===== config.mk =====
export PLATFORM = sky130hd
export DESIGN_NAME = rpn_ctrl
export DESIGN_NICKNAME = d
export VERILOG_FILES = /design/src/rtl/core/rpn_pkg.sv /design/src/rtl/core/rpn_ctrl.sv
export SDC_FILE = /design/constraint.sdc
export NUM_CORES = 1
export LEC_CHECK = 0
export BUFFER_PORTS_ARGS = -buffer_cell sky130_fd_sc_hd__buf_2
export CAP_MARGIN = 5
export CORE_AREA = 2 2 39 41
export CTS_CLUSTER_SIZE = 40
export DETAILED_ROUTE_END_ITERATION = 8
export DIE_AREA = 0 0 41 43
export PLACE_DENSITY = 0.72
export SLEW_MARGIN = 40
export SYNTH_ARGS = -nofsm -noshare
export SYNTH_HDL_FRONTEND = slang
export SYNTH_SLANG_ARGS = --single-unit

===== constraint.sdc =====
create_clock -name clk -period 2.7 [get_ports clk]
set_input_delay 0.135 -clock clk [delete_from_list [all_inputs] [get_ports clk]]
set_output_delay 0.135 -clock clk [all_outputs]
set_load 0.05 [all_outputs]

===== src/rtl/core/rpn_pkg.sv =====
`default_nettype none
// Shared types, codes and controller/datapath structs for the RPN evaluator.
package rpn_pkg;

  localparam int unsigned STACK_DEPTH_DEF = 128;

  typedef logic [2:0]         action_t;
  typedef logic [2:0]         status_t;
  typedef logic signed [31:0] value_t;

  localparam action_t ACT_PUSH    = 3'd0;
  localparam action_t ACT_ADD     = 3'd1;
  localparam action_t ACT_SUB     = 3'd2;
  localparam action_t ACT_MUL     = 3'd3;
  localparam action_t ACT_DIV     = 3'd4;
  localparam action_t ACT_FINISH  = 3'd5;
  localparam action_t ACT_UNKNOWN = 3'd6;

  localparam status_t ST_OK      = 3'd0;
  localparam status_t ST_FULL    = 3'd1;
  localparam status_t ST_EMPTY   = 3'd2;
  localparam status_t ST_ZDIV    = 3'd3;
  localparam status_t ST_UNKNOWN = 3'd4;

  typedef struct packed {
    logic load;
    logic res_opnd;
    logic pop_r;
    logic pop_l;
    logic res_pop;
    logic note_zdiv;
    logic note_unknown;
    logic exec;
    logic res_mul;
    logic res_div;
    logic push;
    logic emit;
  } rpn_cmd_t;

  typedef struct packed {
    action_t act;
    logic    sp_zero;
    logic    rd_zero;
    logic    div_done;
  } rpn_sts_t;

endpackage
`default_nettype wire


===== src/rtl/core/rpn_ctrl.sv =====
`default_nettype none
// Controller: sequences one token at a time through the datapath.
module rpn_ctrl (
  input  logic              clk,
  input  logic              rst,
  input  logic              tok_valid,
  output logic              tok_ready,
  output logic              res_valid,
  input  logic              res_ready,
  input  rpn_pkg::rpn_sts_t sts,
  output rpn_pkg::rpn_cmd_t cmd
);
  import rpn_pkg::*;

  typedef enum logic [3:0] {
    S_IDLE,
    S_DECODE,
    S_POP_R,
    S_WAIT_L,
    S_POP_L,
    S_EXEC,
    S_MUL,
    S_DIV,
    S_PUSH,
    S_EMIT
  } state_t;

  state_t state;
  state_t state_next;
  logic   out_valid;

  assign tok_ready = (state == S_IDLE) && !rst;
  assign res_valid = out_valid;

  always_comb begin
    cmd        = '0;
    state_next = state;
    case (state)
      S_IDLE: begin
        if (tok_valid && tok_ready) begin
          cmd.load   = 1'b1;
          state_next = S_DECODE;
        end
      end
      S_DECODE: begin
        case (sts.act)
          ACT_PUSH: begin
            cmd.res_opnd = 1'b1;
            state_next   = S_PUSH;
          end
          ACT_ADD, ACT_SUB, ACT_MUL, ACT_DIV, ACT_FINISH: begin
            state_next = S_POP_R;
          end
          ACT_UNKNOWN: begin
            cmd.note_unknown = 1'b1;
            state_next       = S_EMIT;
          end
          default: begin
            cmd.note_unknown = 1'b1;
            state_next       = S_EMIT;
          end
        endcase
      end
      S_POP_R: begin
        cmd.pop_r = 1'b1;
        case (sts.act)
          ACT_FINISH: begin
            cmd.res_pop = 1'b1;
            state_next  = S_EMIT;
          end
          ACT_DIV: begin
            if (sts.sp_zero) begin
              state_next = S_EMIT;
            end else if (sts.rd_zero) begin
              cmd.note_zdiv = 1'b1;
              state_next    = S_EMIT;
            end else begin
              state_next = S_WAIT_L;
            end
          end
          default: state_next = S_WAIT_L;
        endcase
      end
      S_WAIT_L: state_next = S_POP_L;
      S_POP_L: begin
        cmd.pop_l  = 1'b1;
        state_next = S_EXEC;
      end
      S_EXEC: begin
        cmd.exec = 1'b1;
        case (sts.act)
          ACT_MUL: state_next = S_MUL;
          ACT_DIV: state_next = S_DIV;
          default: state_next = S_PUSH;
        endcase
      end
      S_MUL: begin
        cmd.res_mul = 1'b1;
        state_next  = S_PUSH;
      end
      S_DIV: begin
        if (sts.div_done) begin
          cmd.res_div = 1'b1;
          state_next  = S_PUSH;
        end
      end
      S_PUSH: begin
        cmd.push   = 1'b1;
        state_next = S_EMIT;
      end
      S_EMIT: begin
        if (!out_valid || res_ready) begin
          cmd.emit   = 1'b1;
          state_next = S_IDLE;
        end
      end
      default: state_next = S_IDLE;
    endcase
  end

  always_ff @(posedge clk) begin
    if (rst) begin
      state     <= S_IDLE;
      out_valid <= 1'b0;
    end else begin
      state <= state_next;
      if (cmd.emit) begin
        out_valid <= 1'b1;
      end else if (res_ready) begin
        out_valid <= 1'b0;
      end
    end
  end

`ifndef SYNTHESIS
  a_one_token: assert property (@(posedge clk) disable iff (rst)
    tok_valid && tok_ready |=> !tok_ready)
    else $error("second token taken while one is in flight");

  a_no_stale_done: assert property (@(posedge clk) disable iff (rst)
    (state == S_EXEC) && (sts.act == ACT_DIV) |=> !sts.div_done)
    else $error("divider done right after start");
`endif

endmodule
`default_nettype wire


Word-level counts from Yosys, hierarchy flattened
Index checks and enable logic that the tools add are counted.
W data, S select, Z words.

cells by class
  reductions and logical operators = 11
  mux-type cells = 31
  eq/ne operators = 17

operator list
  operator              count
  $pmux W4 S10          1
  $pmux W4 S2           3
  $mux W1               21
  $mux W4               5
  $eq A4 B3 Y1 const B  4
  $eq A4 B2 Y1 const B  2
  $eq A4 B4 Y1 const B  2
  $eq A3 B2 Y1 const B  2
  $eq A3 B3 Y1 const B  2
  $reduce_or A6 Y1      1
  $reduce_or A5 Y1      1
  $eq A4 B1 Y1 const B  1
  $logic_not A4 Y1      1
  $ne A2 B2 Y1 const B  2
  $eq A3 B1 Y1 const B  1
  $logic_not A3 Y1      1
  $reduce_and A3 Y1     1
  $logic_and A1 B1 Y1   2
  $logic_not A1 Y1      2
  $mux W2               1
  $ne A2 B1 Y1 const B  1
  $reduce_bool A2 Y1    1
  $logic_or A1 B1 Y1    1

word-level totals
  bits in registers = 5
  output and inout bits = 14

Logic depth before layout (Yosys ltp)
  depth after elaboration = 5
  gate-level depth with buffers = 6
  mapped depth without buffers = 4

Worst setup path before layout
Ideal clock, no wire load.

  path type = register -> output
  start point = reg state[1]
  end point = out cmd[10] in the netlist's numbering
  data required time = 2.565 ns
  arrival = 2.270 ns
  slack = 0.295 ns
  stages on the path, launching flop included = 5
  cell sequence = dfxtp_1 -> buf_6 -> nor2_4 -> nand2_1 -> nor4b_1

RTL lines
  element                 line             text
  from (decl)             rpn_ctrl.sv:28   state_t state;
  from (signal assigned)  rpn_ctrl.sv:126  state <= state_next;
  to (decl)               rpn_ctrl.sv:11   output rpn_pkg::rpn_cmd_t cmd

==> impl_metrics.csv <==
group,metric,value,unit
synth,synth_top_area_share,17.0,%
grt,grt.total_usage,15.9,%
setup_path,r2r_start,"state[2]",
timing,slew_violations,0,
status,status,"finished clean",
clock_network,cts.sinks,5,
grt,grt_pass1_vias,459,
clock_network,ctsHoldBuffers,0,
synth,syn_area_per_cell,7.54,um^2
floorplanning,dieHeight,43,um
synth,synth-edff-count,0,
synth,synth.distinct_cells,33,
synth,yosys_register_bits,5,
synth,seq_area_frac_synth,17.0,%
timing,finalClockSkew,0.00102,ns
drt,drc,0,
floorplanning,dieArea,1760,um^2
setup_path,cp.arrival,1.70,ns
final_layout,final_common_cell,"buf_2",
place,dp.cells,109,
worst_hold_path,holdCritStartpoint,"rst",
floorplanning,core,1380,um^2
clock_network,root_buffer,"clkbuf_4",
final_layout,drive_above_1_share,35.1,%
clock_network,cts_resized,0,
worst_hold_path,min_path_type,"in2reg",
power,irDropWorstVdd,0.000233,V
synth,synth_top_area_cell,"dfxtp_1",
setup_path,crit_path_max_fanout,18,
timing,slew-limit-headroom,58.5,%
drt,vias,599,
final_layout,instances_no_fill,113,
grt,met2_usage,20.9,%
floorplanning,start_util,42.5,%
timing,tns,0,ns
place,portBuffers,23,
synth,synthTopCellsByArea,"dfxtp_1 (17%), buf_6 (5.7%), a21oi_1 (5.1%), nor3_1 (5.1%), nor3_2 (5.1%)",
grt,grt_pass1_wl,1960,um
setup_path,path_class,"reg2out",
place,gp_congestion,0.821,
place,dpl.hpwl,966,um
clock_network,numCtsBuffers,3,
final_layout,n_antenna_cell,0,
drt,routed_wl,1300,um
drt,via_per_inst,5.30,
grt,overflow,0,
timing,finalCritPeriodShare,67.8,%
final_layout,nets,108,
clock_network,clk_latency,0.25,ns
grt,grt.busiest_layer,"met1",
floorplanning,num_io_pins,24,
clock_network,cts.path.max_buffers,2,
setup_path,crit_start,"state[0]",
setup_path,end_kind,"primary output",
drt,first_iter_violations,11,
synth,ys_warn_count,0,
synth,synthArstFlopShare,0,%
timing,finalCriticalPeriod,1.83,ns
final_layout,area_growth,17.0,%
clock_network,cts_setup_buffers,0,
final_layout,fillerInstances,145,
synth,syn-instance-count,78,
clock_network,cts_tree,"yes",
grt,use_met1,24.6,%
setup_path,required,2.57,ns
timing,tightestPinTransition,0.622,ns
setup_path,start_kind,"register",
grt,met3_usage,1.57,%
grt,grt_max_degree,21,
timing,timing.final.hold_violations,0,
grt,antenna_found_initial,0,
power,p_leak,0.298,nW
floorplanning,dieWidth,41,um
synth,syn_area,588,um^2
clock_network,clk_pin_slew,0.05,ns
power,pwr_density_cell,486,nW/um^2
synth,synth.net_count,88,
drt,antenna_left,0,
synth,synth_flop_cell,"dfxtp_1",
flow_run,max_cap_violations,0,
clock_network,htree_num_levels,1,
floorplanning,num_rows,14,
timing,finalSetupViolations,0,
drt,wl_per_cell,11.5,um
timing,max_freq,546,MHz
drt,dr.pass1.iters,4,
final_layout,layout_common_cells,"buf_2 (23), nor2_1 (7), nor3_1 (6), a21oi_1 (6)",
timing,rsz0062_at_grt,"no",
## layout make-up
| type | instances | area, um^2 | area share [%] |
|---|---|---|---|
| repair buffers | 23 | 115 | 16.7 |
| multi-input cells | 63 | 419 | 60.9 |
| inverters | 2 | 7.51 | 1.09 |
| clock buffers | 4 | 26.3 | 3.82 |
| flip-flops and latches | 5 | 100 | 14.5 |
| well taps | 16 | 20.0 | 2.91 |
## final timing paths
path               end  slack (ns)  depth (start not counted)
min reg2reg  res_valid        0.58                          2
max reg2reg   state[3]        1.20                          4
max            cmd[10]        0.87                          3
min           state[1]        0.17                          2
## power by group
part | switching [mW] | internal (mW) | total (mW)
logic | 0.0814 | 0.0517 | 0.133
registers | 0.0269 | 0.0811 | 0.108
clock network | 0.0369 | 0.0563 | 0.0932
## synthesized netlist by cell type (2+ instances only)
master and n:
nand2_1 5, and3_1 2, nor3_2 3, a31oi_1 2
nand2b_1 4, inv_1 2, o21ai_0 4, nor3_1 6
a2bb2oi_1 3, nor2_1 7, and2_1 3, a21oi_1 6
dfxtp_1 5, nor4b_1 3, buf_6 3, buf_2 3
## state kept, by name, summed over array words and instances (netlist names)
register / cells
state: 4
res_valid: 1
## kinds of logic after synthesis
family          after synthesis  share of synthesized area (%)
flops                         5                           17.0
buf+inv                      10                           11.7
simple gates                 43                           48.1
compound gates               19                           21.5
mux                           1                           1.70
## critical path: stages (launching register included)
cell	delay [ns]
dfxtp_1	0.69
nand2_1	0.18
nor4b_1	0.26
buf_2	0.31
## routing by layer
metal / share of wire [%] / vias up
li1: - / 324
met1: 50 / 255
met2: 42 / 18
met3: 5.8 / 2
met4: 1.9 / 0
met5: 0 / -
## stage by stage
| step | util (%) | worst slack [ns] | cell area [um^2] | power [mW] | hold WS [ns] |
|---|---|---|---|---|---|
| after global placement | 47.8 | 1.18 | 662 | 0.239 | 0.436 |
| final | 49.7 | 0.870 | 688 | 0.334 | 0.169 |
| after global routing | 49.7 | 0.763 | 688 | 0.355 | 0.186 |
| after detailed placement | 47.8 | 1.13 | 662 | 0.241 | 0.430 |
| after CTS | 49.7 | 0.861 | 688 | 0.336 | 0.162 |
| after floorplan | - | 0.295 | 588 | 0.224 | 0.385 |
Note: power is estimated with default switching activity, not from simulation.
